--- src/design/smx_pkg.sv ---
// shared types and constants for the splitmix seed expander
package smx_pkg;

    localparam int unsigned CFG_IDX_W = 2;

    localparam logic [CFG_IDX_W-1:0] CFG_SEED = 2'd0;
    localparam logic [CFG_IDX_W-1:0] CFG_MODE = 2'd1;

    localparam logic MODE_XORWOW  = 1'b0;
    localparam logic MODE_RANLUX  = 1'b1;

    localparam logic [3:0] LAST_IDX_XORWOW = 4'd2;
    localparam logic [3:0] LAST_IDX_RANLUX = 4'd8;

    localparam logic [1:0] GROUP_ONE = 2'd1;
    localparam logic [1:0] GROUP_TWO = 2'd2;

    localparam logic [63:0] GOLDEN_GAMMA = 64'h9E37_79B9_7F4A_7C15;
    localparam logic [63:0] MIX_MUL_A    = 64'hBF58_476D_1CE4_E5B9;
    localparam logic [63:0] MIX_MUL_B    = 64'h94D0_49BB_1331_11EB;

    typedef struct packed {
        logic        mode;
        logic [31:0] start;
        logic [31:0] event_number;
        logic [31:0] step_number;
    } t_entry;

    typedef struct packed {
        logic        valid;
        logic [3:0]  word_index;
        logic        last_word;
        logic [63:0] st;
    } t_draw;

endpackage

--- src/design/smx_front.sv ---
// front end: configuration registers and capture of accepted items
module smx_front
    import smx_pkg::*;
(
    input  logic                 i_clk,
    input  logic                 i_rst_n,
    input  logic                 i_cfg_valid,
    input  logic [CFG_IDX_W-1:0] i_cfg_index,
    input  logic [31:0]          i_cfg_data,
    input  logic                 i_start,
    input  logic                 i_full,
    input  logic [31:0]          i_event_number,
    input  logic [31:0]          i_track_number,
    input  logic [31:0]          i_step_number,
    output logic                 o_push,
    output t_entry               o_entry
);

    logic [31:0] r_seed;
    logic        r_mode;
    logic [31:0] n_seed;
    logic        n_mode;

    always_comb begin
        n_seed = r_seed;
        n_mode = r_mode;
        if (i_cfg_valid) begin
            case (i_cfg_index)
                CFG_SEED: n_seed = i_cfg_data;
                CFG_MODE: n_mode = i_cfg_data[0];
                default: begin
                end
            endcase
        end
    end

    always_ff @(posedge i_clk) begin
        if (!i_rst_n) begin
            r_seed <= '0;
            r_mode <= MODE_XORWOW;
        end else begin
            r_seed <= n_seed;
            r_mode <= n_mode;
        end
    end

    assign o_push                = i_start && !i_full;
    assign o_entry.mode          = r_mode;
    assign o_entry.start         = r_seed ^ i_track_number;
    assign o_entry.event_number  = i_event_number;
    assign o_entry.step_number   = i_step_number;

endmodule

--- config.mk ---
export PLATFORM = sky130hd
export DESIGN_NAME = smx_front
export DESIGN_NICKNAME = d
export VERILOG_FILES = /design/src/design/smx_pkg.sv /design/src/design/smx_front.sv
export SDC_FILE = /design/constraint.sdc
export NUM_CORES = 1
export LEC_CHECK = 0
export ABC_AREA = 1
export BUFFER_PORTS_ARGS = -buffer_cell sky130_fd_sc_hd__buf_2
export CAP_MARGIN = 20
export CORE_AREA = 2 2 90 92
export DETAILED_ROUTE_END_ITERATION = 8
export DIE_AREA = 0 0 92 94
export PLACE_DENSITY = 0.76
export SLEW_MARGIN = 5
export SYNTH_ARGS = -nofsm -noshare
export SYNTH_HDL_FRONTEND = slang
export SYNTH_SLANG_ARGS = --single-unit
--- constraint.sdc ---
create_clock -name i_clk -period 2.1 [get_ports i_clk]
set_input_delay 0.315 -clock i_clk [delete_from_list [all_inputs] [get_ports i_clk]]
set_output_delay 0.315 -clock i_clk [all_outputs]
set_load 0.1 [all_outputs]
Word-level counts from Yosys, hierarchy flattened
Index checks and enable logic that the tools add are counted.
{"block": "classes", "addsub": 0, "n_mul": 0, "div_mod_pow": 0, "order_cmp": 0, "n_eq_ne": 1, "n_shift": 0, "muxes": 0, "bitwise_logic": 1, "n_reduce_logical": 5}
{"operator": "32-bit bitwise XOR", "count": 1}
{"operator": "2-bit AND reduction", "count": 2}
{"operator": "2-bit by 1-bit equality test with 1-bit output, second input constant", "count": 1}
{"operator": "2-bit zero test", "count": 1}
{"operator": "1-bit logical AND", "count": 1}
{"operator": "1-bit zero test", "count": 1}
{"block": "totals", "register_bits": 33, "latch_bits": 0, "ramBits": 0, "mem_bits_ro": 0, "input_bits": 135, "memories": 0}

Logic depth before layout (Yosys ltp)
Gate-level depths: netlist of run 1.
{"block": "depth", "word_depth": 2, "ltp_mapped": 5}

Least setup slack after synthesis of run 1
OpenSTA, ideal clock, no wires.
{"block": "synth_path", "kind": "register to output", "start": "reg r_seed[0]", "end": "out o_entry[64] (netlist name)", "arrival_time_ps": 1757, "path_slack_ps": 28, "stages_incl_launch_ff": 2, "cell_sequence": "dfxtp_1 xor2_1"}
{"element": "start, declared", "line": "smx_front.sv:19", "rtl": "logic [31:0] r_seed;"}
{"element": "start signal, assigned", "line": "smx_front.sv:42", "rtl": "r_seed <= n_seed;"}
{"element": "end, declared", "line": "smx_front.sv:16", "rtl": "output t_entry o_entry"}

==> flow_summary.html, run 1 <==
<table>
<tr><th>Metric</th><th>Value</th></tr>
<tr><th colspan="2">Status</th></tr>
<tr><td>Outcome</td><td>finished clean</td></tr>
<tr><th colspan="2">Yosys</th></tr>
<tr><td>Number of warnings printed during yosys synthesis</td><td>0</td></tr>
<tr><td>Syn Std Cell Area</td><td>2280 um2</td></tr>
<tr><td>Library cell with the largest summed area after synthesis</td><td>sky130_fd_sc_hd__dfxtp_1</td></tr>
<tr><td>Register bit total from synthesis</td><td>33</td></tr>
<tr><td>Most area-consuming cells after synthesis</td><td>sky130_fd_sc_hd__dfxtp_1 29%, sky130_fd_sc_hd__buf_4 21%, sky130_fd_sc_hd__xor2_1 12%, sky130_fd_sc_hd__nand3_1 7.2%, sky130_fd_sc_hd__a21oi_1 7.0%</td></tr>
<tr><td>Sequential-to-total area share from yosys stat</td><td>28.9%</td></tr>
<tr><td>Unique cell type count in the Yosys netlist</td><td>13</td></tr>
<tr><td>Post-Syn Instances</td><td>317</td></tr>
<tr><td>Average footprint of a synthesized cell</td><td>7.20 um2</td></tr>
<tr><td>Synth top area share</td><td>28.9%</td></tr>
<tr><td>Post-synth net total</td><td>452</td></tr>
<tr><th colspan="2">Setup path</th></tr>
<tr><td>Worst reg2reg setup slack</td><td>1.46 ns</td></tr>
<tr><td>Max FO, Critical Path</td><td>2</td></tr>
<tr><td>Crit path arrival time</td><td>1.23 ns</td></tr>
<tr><td>Startpoint of the worst-slack reg-to-reg timing path</td><td>r_mode</td></tr>
<tr><td>WP data required</td><td>1.78 ns</td></tr>
<tr><td>Worst R2R Path Depth</td><td>4</td></tr>
<tr><td>WS Path Type</td><td>register to output pin</td></tr>
<tr><td>End of the worst register-to-register path</td><td>r_mode</td></tr>
<tr><td>Startpoint Class</td><td>register</td></tr>
<tr><td>Capturing element type of the critical path</td><td>output pin</td></tr>
<tr><th colspan="2">Layout</th></tr>
<tr><td>Most frequent cells in the layout</td><td>104 x sky130_fd_sc_hd__buf_2, 35 x sky130_fd_sc_hd__inv_1, 35 x sky130_fd_sc_hd__nor2_1, 34 x sky130_fd_sc_hd__nand2_1</td></tr>
<tr><td>Fraction of layout instances using a drive strength above 1</td><td>32.1%</td></tr>
<tr><td>Area growth from synthesis to final layout</td><td>7.07%</td></tr>
<tr><td>Layout Nets</td><td>483</td></tr>
<tr><td>Most frequent standard cell in the layout excluding fill and tap cells</td><td>sky130_fd_sc_hd__buf_2</td></tr>
<tr><td>Final cell utilization of the core</td><td>32.1%</td></tr>
<tr><td>Count of antenna diodes in the layout</td><td>0</td></tr>
<tr><th colspan="2">Power</th></tr>
<tr><td>Combinational share of power</td><td>40.8%</td></tr>
<tr><td>Reg power frac</td><td>35.7%</td></tr>
<tr><td>Maximum ir drop on the vdd rail</td><td>273 uV</td></tr>
<tr><td>Leakage power</td><td>1.37 nW</td></tr>
<tr><td>Proportion of power drawn by the clock network</td><td>23.5%</td></tr>
<tr><td>Areal power density over the cells</td><td>781 nW/um2</td></tr>
<tr><td>Net Sw Power</td><td>0.855 mW</td></tr>
<tr><td>Internal power</td><td>1.05 mW</td></tr>
<tr><td>Net Sw Frac</td><td>44.8%</td></tr>
<tr><th colspan="2">Clock network</th></tr>
<tr><td>Root Driver</td><td>sky130_fd_sc_hd__clkbuf_8</td></tr>
<tr><td>Worst skew pair latency</td><td>0.27 ns</td></tr>
<tr><td>Cts-stage hold buffer count</td><td>0</td></tr>
<tr><td>CTS tree</td><td>done</td></tr>
<tr><td>Clock sink count</td><td>33</td></tr>
<tr><td>CTS buffer count</td><td>5</td></tr>
<tr><td>Clock Tree Buf Depth</td><td>2</td></tr>
<tr><td>Post-CTS Setup Bufs</td><td>0</td></tr>
<tr><td>Clock-pin slew of the registers on the worst-case setup and hold paths</td><td>0.07 ns</td></tr>
<tr><td>Clock H-tree levels</td><td>2</td></tr>
<tr><td>Resize count post-CTS</td><td>0</td></tr>
<tr><th colspan="2">Placed design</th></tr>
<tr><td>IO buf count</td><td>104</td></tr>
<tr><td>Final GP Congestion</td><td>0.610</td></tr>
<tr><td>Post-detailed-placement half-perimeter wirelength</td><td>3310 um</td></tr>
<tr><td>Pre-CTS setup slack</td><td>0.712 ns</td></tr>
<tr><th colspan="2">Routing</th></tr>
<tr><td>Ratio of routed vias to standard cells</td><td>4.18</td></tr>
<tr><td>Total via count in the routed design</td><td>1,884</td></tr>
<tr><td>Average routed wire per standard cell</td><td>9.92 um</td></tr>
<tr><td>Post-detailed-route DRC marker count</td><td>0</td></tr>
<tr><td>Detailed-router iteration count before antenna repair</td><td>4</td></tr>
<tr><td>Final antenna-violating net count</td><td>0</td></tr>
<tr><td>Post-Route WL</td><td>4480 um</td></tr>
<tr><td>Violation count after the first detailed-routing iteration</td><td>44</td></tr>
<tr><th colspan="2">STA</th></tr>
<tr><td>Max Slew Vio Count</td><td>0</td></tr>
<tr><td>Slew at the pin with the worst max-slew slack</td><td>0.624 ns</td></tr>
<tr><td>Total negative slack for setup checks</td><td>0 ns</td></tr>
<tr><td>Setup repair after global routing missed its margin</td><td>no</td></tr>
<tr><td>Achievable Freq</td><td>648 MHz</td></tr>
<tr><td>Hold Fails Final Rpt</td><td>0</td></tr>
<tr><td>Portion of the clock cycle consumed by the worst path in the final layout</td><td>73.5%</td></tr>
<tr><td>Max_slew headroom</td><td>58.4%</td></tr>
<tr><td>Worst Skew</td><td>0 ns</td></tr>
<tr><td>Final setup fails</td><td>0</td></tr>
<tr><td>Worst Setup Slack, final</td><td>0.557 ns</td></tr>
<tr><td>Min Tclk post-route</td><td>1.54 ns</td></tr>
<tr><th colspan="2">Hold path</th></tr>
<tr><td>Number of cells traversed by the worst hold path</td><td>3</td></tr>
<tr><td>Endpoint with the worst hold slack</td><td>r_mode</td></tr>
<tr><td>Hold/Removal Path Class</td><td>input pin to register</td></tr>
<tr><td>Hold Path Origin</td><td>i_cfg_data[0]</td></tr>
<tr><th colspan="2">GRT</th></tr>
<tr><td>Number of antenna violations at the first check in global routing</td><td>0</td></tr>
<tr><td>Via count of the first global-routing pass</td><td>1,640</td></tr>
<tr><td>Largest net degree at the start of global routing</td><td>65</td></tr>
<tr><td>Global-route wire length before repair</td><td>7000 um</td></tr>
<tr><td>Overall overflow remaining after global route</td><td>0</td></tr>
<tr><td>Global-route total usage across every layer</td><td>9.98%</td></tr>
<tr><th colspan="2">Floorplanning</th></tr>
<tr><td>Floorplan core area</td><td>7610 um2</td></tr>
<tr><td>Die height</td><td>94 um</td></tr>
<tr><td>Area of the die</td><td>8650 um2</td></tr>
<tr><td>Placement row count</td><td>32</td></tr>
<tr><td>Floorplan die width</td><td>92 um</td></tr>
<tr><td>Initial core utilization</td><td>30.0%</td></tr>
<tr><td>I/O pins</td><td>233</td></tr>
<tr><th colspan="2">Run</th></tr>
<tr><td>Max-cap violations</td><td>0</td></tr>
</table>
## metal layers
layer	vias up	global-route usage (%)	routed length [um]	share of wire, %
met5	-	0	0	0
met4	0	5.60	129	2.9
met3	13	4.33	472	11
met2	98	16.9	2090	47
met1	800	10.4	1790	40
li1	973	-	-	-
## synthesized netlist by cell type
cell	count
sky130_fd_sc_hd__nor2_1	35
sky130_fd_sc_hd__buf_6	6
sky130_fd_sc_hd__nor2_8	1
sky130_fd_sc_hd__buf_2	8
sky130_fd_sc_hd__nand2_1	34
sky130_fd_sc_hd__xor2_1	32
sky130_fd_sc_hd__buf_1	2
sky130_fd_sc_hd__buf_4	65
sky130_fd_sc_hd__nand3_1	33
sky130_fd_sc_hd__a21oi_1	32
sky130_fd_sc_hd__inv_1	35
sky130_fd_sc_hd__dfxtp_1	33
sky130_fd_sc_hd__clkbuf_1	1
## sequential cells by signal (all words and copies together) (netlist names)
| signal | cells |
|---|---|
| r_seed | 32 |
| r_mode | 1 |
## power by group through the flow
stage          Clock, mW  Sequential, mW  Combinational (mW)
2_1_floorplan          0           0.690                1.22
3_3_place_gp           0           0.695               0.777
3_5_place_dp           0           0.695               0.784
4_1_cts            0.485           0.681               0.785
5_1_grt            0.511           0.685               0.821
6_report           0.448           0.681               0.779
## worst max path at each step
stage | startpoint | endpoint
5_1_grt | r_seed[2] | o_entry[66]
4_1_cts | r_seed[5] | o_entry[69]
3_5_place_dp | i_cfg_valid | r_mode
6_report | r_seed[14] | o_entry[78]
2_1_floorplan | r_seed[0] | o_entry[64]
3_3_place_gp | i_cfg_valid | r_mode
## worst max-delay path, stage by stage (launching register included)
cell                      delay [ns]
sky130_fd_sc_hd__dfxtp_1        0.35
sky130_fd_sc_hd__xor2_1         0.16
sky130_fd_sc_hd__buf_2          0.44
## kinds of logic after synthesis
family                    share of synthesized area, %
DFF                                               28.9
and+or+nand+nor                                   19.5
buffers and inverters                             32.3
AOI/OAI and AO/OA                                 7.01
xor gates and xnor gates                          12.3
## per-stage QoR
step | instance area (um2) | hold WS [ns] | cells | power, mW
after floorplan | 2280 | 0.450 | 317 | 1.91
after global placement | 2360 | 0.484 | 443 | 1.47
after detailed placement | 2360 | 0.492 | 443 | 1.48
after CTS | 2440 | 0.282 | 451 | 1.95
after global routing | 2440 | 0.301 | 451 | 2.02
final | 2440 | 0.292 | 451 | 1.91
## cell type report
cell class	instances	area [um2]
clock buffers	8	80.1
fillers	846	5160
inverters	35	131
multi-input cells	167	885
flip-flops and latches	33	661
well taps	102	128
repair buffers	106	561
(Power assumes the default switching activity.)
==> inputs of run 2 (changes only) <==
--- a/config.mk
+++ b/config.mk
@@ -5,13 +5,13 @@
 export SDC_FILE = /design/constraint.sdc
 export NUM_CORES = 1
 export LEC_CHECK = 0
-export ABC_AREA = 1
+export ABC_AREA = 0
 export BUFFER_PORTS_ARGS = -buffer_cell sky130_fd_sc_hd__buf_2
 export CAP_MARGIN = 20
-export CORE_AREA = 2 2 90 92
+export CORE_AREA = 2 2 91 93
 export DETAILED_ROUTE_END_ITERATION = 8
-export DIE_AREA = 0 0 92 94
-export PLACE_DENSITY = 0.76
+export DIE_AREA = 0 0 93 95
+export PLACE_DENSITY = 0.73
 export SLEW_MARGIN = 5
 export SYNTH_ARGS = -nofsm -noshare
 export SYNTH_HDL_FRONTEND = slang
==> constraint.sdc (replaced) <==
create_clock -name i_clk -period 1.5 [get_ports i_clk]
set_input_delay 0.225 -clock i_clk [delete_from_list [all_inputs] [get_ports i_clk]]
set_output_delay 0.225 -clock i_clk [all_outputs]
set_load 0.1 [all_outputs]
==> flow_summary.html, run 2 <==
<table>
<tr><th>Metric</th><th>Value</th></tr>
<tr><th colspan="2">Clock network</th></tr>
<tr><td>Clock H-tree levels</td><td>2</td></tr>
<tr><td>CTS tree</td><td>done</td></tr>
<tr><td>Clock sink count</td><td>33</td></tr>
<tr><td>Clock-pin slew of the registers on the worst-case setup and hold paths</td><td>0.07 ns</td></tr>
<tr><td>CTS buffer count</td><td>5</td></tr>
<tr><td>Worst skew pair latency</td><td>0.28 ns</td></tr>
<tr><td>Clock Tree Buf Depth</td><td>2</td></tr>
<tr><td>Root Driver</td><td>sky130_fd_sc_hd__clkbuf_8</td></tr>
<tr><td>Post-CTS Setup Bufs</td><td>0</td></tr>
<tr><th colspan="2">Yosys</th></tr>
<tr><td>Multiplexer share of the synthesized area</td><td>15.5%</td></tr>
<tr><td>Post-synth EDFFs</td><td>0</td></tr>
<tr><td>Unique cell type count in the Yosys netlist</td><td>11</td></tr>
<tr><td>Post-synthesis compound-gate area fraction</td><td>0%</td></tr>
<tr><td>Number of warnings printed during yosys synthesis</td><td>0</td></tr>
<tr><td>Area fraction in and, or, nand and nor cells after synthesis</td><td>12.7%</td></tr>
<tr><td>Xor and xnor fraction of the mapped netlist area</td><td>13.1%</td></tr>
<tr><td>Post-Syn Instances</td><td>242</td></tr>
<tr><td>Synth Flop Type</td><td>sky130_fd_sc_hd__dfxtp_1</td></tr>
<tr><td>Post-synth net total</td><td>377</td></tr>
<tr><td>Most area-consuming cells after synthesis</td><td>sky130_fd_sc_hd__dfxtp_1 31%, sky130_fd_sc_hd__buf_4 23%, sky130_fd_sc_hd__mux2i_1 15%, sky130_fd_sc_hd__xor2_1 13%, sky130_fd_sc_hd__nand2_1 11%</td></tr>
<tr><td>Sequential-to-total area share from yosys stat</td><td>30.9%</td></tr>
<tr><td>Register bit total from synthesis</td><td>33</td></tr>
<tr><td>Average footprint of a synthesized cell</td><td>8.83 um2</td></tr>
<tr><td>Commonest cells in the netlist</td><td>65 x sky130_fd_sc_hd__buf_4, 65 x sky130_fd_sc_hd__nand2_1, 33 x sky130_fd_sc_hd__dfxtp_1, 33 x sky130_fd_sc_hd__mux2i_1, 32 x sky130_fd_sc_hd__xor2_1</td></tr>
<tr><td>Largest family of logic cells by synthesized area</td><td>buffers and inverters</td></tr>
<tr><td>Synth top area share</td><td>30.9%</td></tr>
<tr><td>Proportion of register bits with asynchronous set or reset after synthesis</td><td>0%</td></tr>
<tr><td>Syn Std Cell Area</td><td>2140 um2</td></tr>
<tr><td>Post-synthesis share of cell area spent on full adders, half adders and majority gates</td><td>0%</td></tr>
<tr><td>Library cell with the largest summed area after synthesis</td><td>sky130_fd_sc_hd__dfxtp_1</td></tr>
<tr><th colspan="2">Hold path</th></tr>
<tr><td>Hold/Removal Path Class</td><td>input pin to register</td></tr>
<tr><th colspan="2">Routing</th></tr>
<tr><td>Total via count in the routed design</td><td>1,538</td></tr>
<tr><td>Post-detailed-route DRC marker count</td><td>0</td></tr>
<tr><td>Ratio of routed vias to standard cells</td><td>3.99</td></tr>
<tr><td>Detailed-router iteration count before antenna repair</td><td>3</td></tr>
<tr><td>Post-Route WL</td><td>5400 um</td></tr>
<tr><td>Final antenna-violating net count</td><td>0</td></tr>
<tr><td>Violation count after the first detailed-routing iteration</td><td>12</td></tr>
<tr><td>Average routed wire per standard cell</td><td>14.0 um</td></tr>
<tr><th colspan="2">STA</th></tr>
<tr><td>Total negative slack for setup checks</td><td>0 ns</td></tr>
<tr><td>Setup repair after global routing missed its margin</td><td>no</td></tr>
<tr><td>Worst Setup Slack, final</td><td>0.0549 ns</td></tr>
<tr><td>Min Tclk post-route</td><td>1.45 ns</td></tr>
<tr><td>Min Hold Slack</td><td>0.186 ns</td></tr>
<tr><td>Worst Skew</td><td>0 ns</td></tr>
<tr><td>Final setup fails</td><td>0</td></tr>
<tr><td>Max Slew Vio Count</td><td>0</td></tr>
<tr><td>Hold Fails Final Rpt</td><td>0</td></tr>
<tr><td>Achievable Freq</td><td>692 MHz</td></tr>
<tr><td>Portion of the clock cycle consumed by the worst path in the final layout</td><td>96.3%</td></tr>
<tr><td>Max_slew headroom</td><td>67.2%</td></tr>
<tr><td>Slew at the pin with the worst max-slew slack</td><td>0.496 ns</td></tr>
<tr><th colspan="2">Placed design</th></tr>
<tr><td>IO buf count</td><td>104</td></tr>
<tr><td>Pre-CTS setup slack</td><td>0.316 ns</td></tr>
<tr><td>Number of placed instances with taps included</td><td>377</td></tr>
<tr><td>Post-detailed-placement half-perimeter wirelength</td><td>4520 um</td></tr>
<tr><td>Final GP Congestion</td><td>0.663</td></tr>
<tr><td>Area of placed instances</td><td>2540 um2</td></tr>
<tr><th colspan="2">Power</th></tr>
<tr><td>Sum of internal, switching and leakage power</td><td>2.55 mW</td></tr>
<tr><td>Leakage power</td><td>1.20 nW</td></tr>
<tr><td>Maximum ir drop on the vdd rail</td><td>228 uV</td></tr>
<tr><td>Areal power density over the cells</td><td>964 nW/um2</td></tr>
<tr><th colspan="2">Setup path</th></tr>
<tr><td>CP max-delay cell</td><td>sky130_fd_sc_hd__buf_2</td></tr>
<tr><td>Startpoint Class</td><td>register</td></tr>
<tr><td>Critical Path, Cell by Cell</td><td>xor2_2 -&gt; buf_2</td></tr>
<tr><td>Crit path arrival time</td><td>1.22 ns</td></tr>
<tr><td>Capturing element type of the critical path</td><td>output pin</td></tr>
<tr><td>Max FO, Critical Path</td><td>2</td></tr>
<tr><td>WS Path Type</td><td>register to output pin</td></tr>
<tr><td>Delay of the slowest cell on the worst path</td><td>0.43 ns</td></tr>
<tr><td>WP data required</td><td>1.27 ns</td></tr>
<tr><th colspan="2">GRT</th></tr>
<tr><td>Via count of the first global-routing pass</td><td>1,439</td></tr>
<tr><td>Number of antenna violations at the first check in global routing</td><td>0</td></tr>
<tr><td>Global-route total usage across every layer</td><td>11.4%</td></tr>
<tr><td>Global-route wire length before repair</td><td>7550 um</td></tr>
<tr><td>Overall overflow remaining after global route</td><td>0</td></tr>
<tr><td>Largest net degree at the start of global routing</td><td>66</td></tr>
<tr><th colspan="2">Layout</th></tr>
<tr><td>Most frequent cells in the layout</td><td>91 x sky130_fd_sc_hd__buf_2, 65 x sky130_fd_sc_hd__nand2_1, 33 x sky130_fd_sc_hd__mux2i_1, 33 x sky130_fd_sc_hd__dfxtp_1, 32 x sky130_fd_sc_hd__xor2_2</td></tr>
<tr><td>Regs by FF count</td><td>r_seed (32), r_mode (1)</td></tr>
<tr><td>Fraction of layout instances using a drive strength above 1</td><td>52.5%</td></tr>
<tr><td>Finished Cell Area</td><td>2650 um2</td></tr>
<tr><td>Fill count</td><td>868</td></tr>
<tr><td>Layout Cells excl Fill</td><td>385</td></tr>
<tr><td>Area growth from synthesis to final layout</td><td>24.0%</td></tr>
<tr><td>Final cell utilization of the core</td><td>33.4%</td></tr>
<tr><td>Most frequent standard cell in the layout excluding fill and tap cells</td><td>sky130_fd_sc_hd__buf_2</td></tr>
<tr><td>Register with the highest flop count</td><td>r_seed</td></tr>
<tr><td>Largest register FFs</td><td>32</td></tr>
<tr><td>Layout Nets</td><td>414</td></tr>
<tr><td>Count of antenna diodes in the layout</td><td>0</td></tr>
<tr><th colspan="2">Floorplanning</th></tr>
<tr><td>Die height</td><td>95 um</td></tr>
<tr><td>Area of the die</td><td>8840 um2</td></tr>
<tr><td>Placement row count</td><td>33</td></tr>
<tr><td>I/O pins</td><td>233</td></tr>
<tr><td>Floorplan die width</td><td>93 um</td></tr>
<tr><td>Floorplan core area</td><td>7930 um2</td></tr>
<tr><td>Initial core utilization</td><td>26.9%</td></tr>
<tr><th colspan="2">Status</th></tr>
<tr><td>Outcome</td><td>finished clean</td></tr>
<tr><th colspan="2">Run</th></tr>
<tr><td>Max-cap violations</td><td>0</td></tr>
</table>
run 2: cell types whose count changed after synthesis, sizes merged, moves of 5 or more:
cell,change
buf,-5
nand2,+31
nand3,-33
inv,-35
mux2i,+33
nor2,-36
a21oi,-32
run 2: power by group:
part           internal [mW]  switching, mW
sequential             0.907         0.0305
combinational          0.248          0.727
clock                  0.321          0.319
run 2: path summary, 6_finish.rpt:
path / startpoint / to / slack [ns] / cells after the start
worst max-delay path: r_seed[24] / o_entry[88] / 0.05 / 2
worst min-delay path: i_cfg_data[23] / r_seed[23] / 0.19 / 3
worst max register to register: r_seed[12] / r_seed[12] / 0.84 / 2
worst min register to register: r_mode / r_mode / 0.48 / 2
run 2: cell type report:
cell class                      instances  area [um2]  area share (%)
Tap cell                              105         131            4.96
Sequential cell                        33         661            25.0
Multi-Input combinational cell        133        1130            42.7
Clock buffer                            6        72.6            2.74
Clock inverter                          2        10.0           0.378
Timing Repair Buffer                  106         643            24.3
run 2: routing by layer:
metal,up-vias,global-route usage (%),routed length [um]
met4,0,5.39,132
met2,127,20.4,2820
met1,663,10.5,1620
li1,732,-,-
met5,-,0,0
met3,16,6.23,832
run 2: cells by family after synthesis:
| kind of cell | Yosys count |
|---|---|
| xor gates and xnor gates | 32 |
| DFF | 33 |
| muxes | 33 |
| buffers and inverters | 76 |
| and+or+nand+nor | 68 |
run 2: timing repair:
item / 4_1_cts / 5_1_grt
resized for setup: 0 / 9
hold buffers: 0 / 0
setup endpoints to repair: 0 / 9
run 2: critical path, delay by kind of cell (launching register included):
family,cells,cell delay [ns]
XOR/XNOR,1,0.13
buffers and inverters,1,0.43
flip-flops,1,0.38
==> inputs of run 3 (changes only) <==
--- a/config.mk
+++ b/config.mk
@@ -5,13 +5,14 @@
 export SDC_FILE = /design/constraint.sdc
 export NUM_CORES = 1
 export LEC_CHECK = 0
-export ABC_AREA = 0
+export ABC_AREA = 1
 export BUFFER_PORTS_ARGS = -buffer_cell sky130_fd_sc_hd__buf_2
 export CAP_MARGIN = 20
 export CORE_AREA = 2 2 91 93
+export CTS_CLUSTER_DIAMETER = 80
 export DETAILED_ROUTE_END_ITERATION = 8
 export DIE_AREA = 0 0 93 95
-export PLACE_DENSITY = 0.73
+export PLACE_DENSITY = 0.75
 export SLEW_MARGIN = 5
 export SYNTH_ARGS = -nofsm -noshare
 export SYNTH_HDL_FRONTEND = slang
==> flow_summary.html, run 3 (synthesis gave the netlist of run 1 again) <==
<table>
<tr><th>Metric</th><th>Value</th></tr>
<tr><th colspan="2">Power</th></tr>
<tr><td>Maximum ir drop on the vdd rail</td><td>265 uV</td></tr>
<tr><td>Leakage power</td><td>1.41 nW</td></tr>
<tr><td>Areal power density over the cells</td><td>1010 nW/um2</td></tr>
<tr><th colspan="2">Status</th></tr>
<tr><td>Outcome</td><td>finished clean</td></tr>
<tr><th colspan="2">Routing</th></tr>
<tr><td>Post-Route WL</td><td>6200 um</td></tr>
<tr><td>Final antenna-violating net count</td><td>0</td></tr>
<tr><td>Violation count after the first detailed-routing iteration</td><td>55</td></tr>
<tr><td>Total via count in the routed design</td><td>1,862</td></tr>
<tr><td>Post-detailed-route DRC marker count</td><td>0</td></tr>
<tr><td>Average routed wire per standard cell</td><td>13.6 um</td></tr>
<tr><td>Detailed-router iteration count before antenna repair</td><td>4</td></tr>
<tr><td>Ratio of routed vias to standard cells</td><td>4.09</td></tr>
<tr><th colspan="2">STA</th></tr>
<tr><td>Worst Skew</td><td>0 ns</td></tr>
<tr><td>Max Slew Vio Count</td><td>0</td></tr>
<tr><td>Slew at the pin with the worst max-slew slack</td><td>0.506 ns</td></tr>
<tr><td>Total negative slack for setup checks</td><td>0 ns</td></tr>
<tr><td>Achievable Freq</td><td>687 MHz</td></tr>
<tr><td>Hold Fails Final Rpt</td><td>0</td></tr>
<tr><td>Portion of the clock cycle consumed by the worst path in the final layout</td><td>97.0%</td></tr>
<tr><td>Setup repair after global routing missed its margin</td><td>no</td></tr>
<tr><td>Min Tclk post-route</td><td>1.45 ns</td></tr>
<tr><td>Max_slew headroom</td><td>66.5%</td></tr>
<tr><td>Final setup fails</td><td>0</td></tr>
<tr><th colspan="2">Hold path</th></tr>
<tr><td>Number of cells traversed by the worst hold path</td><td>3</td></tr>
<tr><td>Hold Path Origin</td><td>i_cfg_data[0]</td></tr>
<tr><td>Endpoint with the worst hold slack</td><td>r_mode</td></tr>
<tr><td>Hold/Removal Path Class</td><td>input pin to register</td></tr>
<tr><th colspan="2">Layout</th></tr>
<tr><td>Fraction of layout instances using a drive strength above 1</td><td>42.3%</td></tr>
<tr><td>Area growth from synthesis to final layout</td><td>20.2%</td></tr>
<tr><td>Layout Nets</td><td>484</td></tr>
<tr><td>Most frequent cells in the layout</td><td>97 x sky130_fd_sc_hd__buf_2, 35 x sky130_fd_sc_hd__inv_1, 34 x sky130_fd_sc_hd__nand2_1, 34 x sky130_fd_sc_hd__nor2_1</td></tr>
<tr><td>Count of antenna diodes in the layout</td><td>0</td></tr>
<tr><td>Register with the highest flop count</td><td>r_seed</td></tr>
<tr><td>Sequential Area</td><td>661 um2</td></tr>
<tr><td>Most frequent standard cell in the layout excluding fill and tap cells</td><td>sky130_fd_sc_hd__buf_2</td></tr>
<tr><td>Final cell utilization of the core</td><td>34.6%</td></tr>
<tr><td>Regs by FF count</td><td>r_seed (32), r_mode (1)</td></tr>
<tr><td>Fill count</td><td>865</td></tr>
<tr><td>Largest register FFs</td><td>32</td></tr>
<tr><td>Multi-input gate area</td><td>1130 um2</td></tr>
<tr><th colspan="2">Placed design</th></tr>
<tr><td>IO buf count</td><td>104</td></tr>
<tr><td>Final GP Congestion</td><td>0.778</td></tr>
<tr><td>Post-detailed-placement half-perimeter wirelength</td><td>5090 um</td></tr>
<tr><th colspan="2">GRT</th></tr>
<tr><td>Global-route wire length before repair</td><td>8840 um</td></tr>
<tr><td>Number of antenna violations at the first check in global routing</td><td>0</td></tr>
<tr><td>Via count of the first global-routing pass</td><td>1,595</td></tr>
<tr><td>Global-route total usage across every layer</td><td>13.2%</td></tr>
<tr><td>Largest net degree at the start of global routing</td><td>66</td></tr>
<tr><td>Overall overflow remaining after global route</td><td>0</td></tr>
<tr><th colspan="2">Clock network</th></tr>
<tr><td>Clock H-tree levels</td><td>2</td></tr>
<tr><td>Post-CTS Setup Bufs</td><td>0</td></tr>
<tr><td>Clock Tree Buf Depth</td><td>2</td></tr>
<tr><td>Cts-stage hold buffer count</td><td>0</td></tr>
<tr><td>CTS tree</td><td>done</td></tr>
<tr><td>Clock sink count</td><td>33</td></tr>
<tr><td>Worst skew pair latency</td><td>0.28 ns</td></tr>
<tr><td>CTS buffer count</td><td>5</td></tr>
<tr><td>Clock-pin slew of the registers on the worst-case setup and hold paths</td><td>0.07 ns</td></tr>
<tr><td>Root Driver</td><td>sky130_fd_sc_hd__clkbuf_8</td></tr>
<tr><th colspan="2">Setup path</th></tr>
<tr><td>Max FO, Critical Path</td><td>2</td></tr>
<tr><td>Delay of the slowest cell on the worst path</td><td>0.43 ns</td></tr>
<tr><td>Capturing element type of the critical path</td><td>output pin</td></tr>
<tr><td>Worst R2R Path Depth</td><td>2</td></tr>
<tr><td>Startpoint of the worst-slack reg-to-reg timing path</td><td>r_seed[22]</td></tr>
<tr><td>Worst Setup SP</td><td>r_seed[22]</td></tr>
<tr><td>Critical Path, Cell by Cell</td><td>xor2_2 -&gt; buf_2</td></tr>
<tr><td>Worst reg2reg setup slack</td><td>0.86 ns</td></tr>
<tr><td>Startpoint Class</td><td>register</td></tr>
<tr><td>WS Path Type</td><td>register to output pin</td></tr>
<tr><td>CP max-delay cell</td><td>sky130_fd_sc_hd__buf_2</td></tr>
<tr><td>WP data required</td><td>1.27 ns</td></tr>
<tr><td>End of the worst register-to-register path</td><td>r_seed[22]</td></tr>
<tr><td>Crit path arrival time</td><td>1.23 ns</td></tr>
<tr><th colspan="2">Floorplanning</th></tr>
<tr><td>Floorplan die width</td><td>93 um</td></tr>
<tr><td>I/O pins</td><td>233</td></tr>
<tr><td>Die height</td><td>95 um</td></tr>
<tr><td>Placement row count</td><td>33</td></tr>
<tr><td>Floorplan core area</td><td>7930 um2</td></tr>
<tr><td>Area of the die</td><td>8840 um2</td></tr>
<tr><td>Initial core utilization</td><td>28.8%</td></tr>
<tr><th colspan="2">Run</th></tr>
<tr><td>Max-cap violations</td><td>0</td></tr>
</table>
run 3: changes by cell type in the layout (fill, tap and decap cells not counted), sizes merged:
cell	previous run	this run
nor3b	1	0
mux2i	33	0
nor2	0	36
nand3b	1	0
nor2b	1	0
inv	0	35
clkbuf	15	11
nand3	0	33
nand2	65	34
a21oi	0	32
buf	97	102
run 3: worst max-delay path by stage:
| stage | slack (ns) | to | depth (start not counted) |
|---|---|---|---|
| 2_1_floorplan | 0.04 | o_entry[64] | 1 |
| 3_3_place_gp | 0.35 | o_entry[90] | 2 |
| 3_5_place_dp | 0.31 | o_entry[69] | 2 |
| 4_1_cts | 0.02 | o_entry[88] | 2 |
| 5_1_grt | 0.0001 | o_entry[85] | 2 |
| 6_report | 0.05 | o_entry[86] | 2 |
run 3: repair_timing:
| item | in CTS | in global routing |
|---|---|---|
| setup endpoints to repair | 1 | 5 |
| gates resized for setup | 1 | 5 |
| pin swaps | 0 | 0 |
run 3: worst max-delay path: cells and delay by family (launching register included):
family                 cells  cell delay (ns)
XOR/XNOR                   1             0.13
flip-flops                 1             0.38
buffers and inverters      1             0.43
run 3: final cells by class:
cell class	instances	area share, %
multi-input combinational	167	41.1
clock inverter	2	0.365
inverter	35	4.79
clock buffer	6	2.64
tap	105	4.79
timing repair buffer	107	22.3
sequential	33	24.1
run 3: metal layers:
layer	track usage, %	vias to the layer above	share of wire, %
li1	-	935	-
met1	12.1	798	29
met2	23.1	122	53
met3	9.10	7	16
met4	5.02	0	1.8
met5	0	-	0
run 3: stage by stage:
step / cell area, um2 / power (mW) / hold slack [ns] / worst slack [ns] / std cells
finish: 2740 / 2.77 / 0.190 / 0.0453 / 455
global route: 2740 / 2.90 / 0.209 / 0.000100 / 455
CTS: 2730 / 2.81 / 0.180 / 0.0218 / 455
detailed placement: 2650 / 2.15 / 0.451 / 0.314 / 447
global placement: 2650 / 2.14 / 0.451 / 0.348 / 447
floorplan: 2530 / 2.72 / 0.360 / 0.0365 / 317
run 3: report_power, final:
group	switching (mW)	internal, mW
Combinational	0.892	0.270
Sequential	0.0460	0.922
Clock	0.315	0.321
Total	1.25	1.51
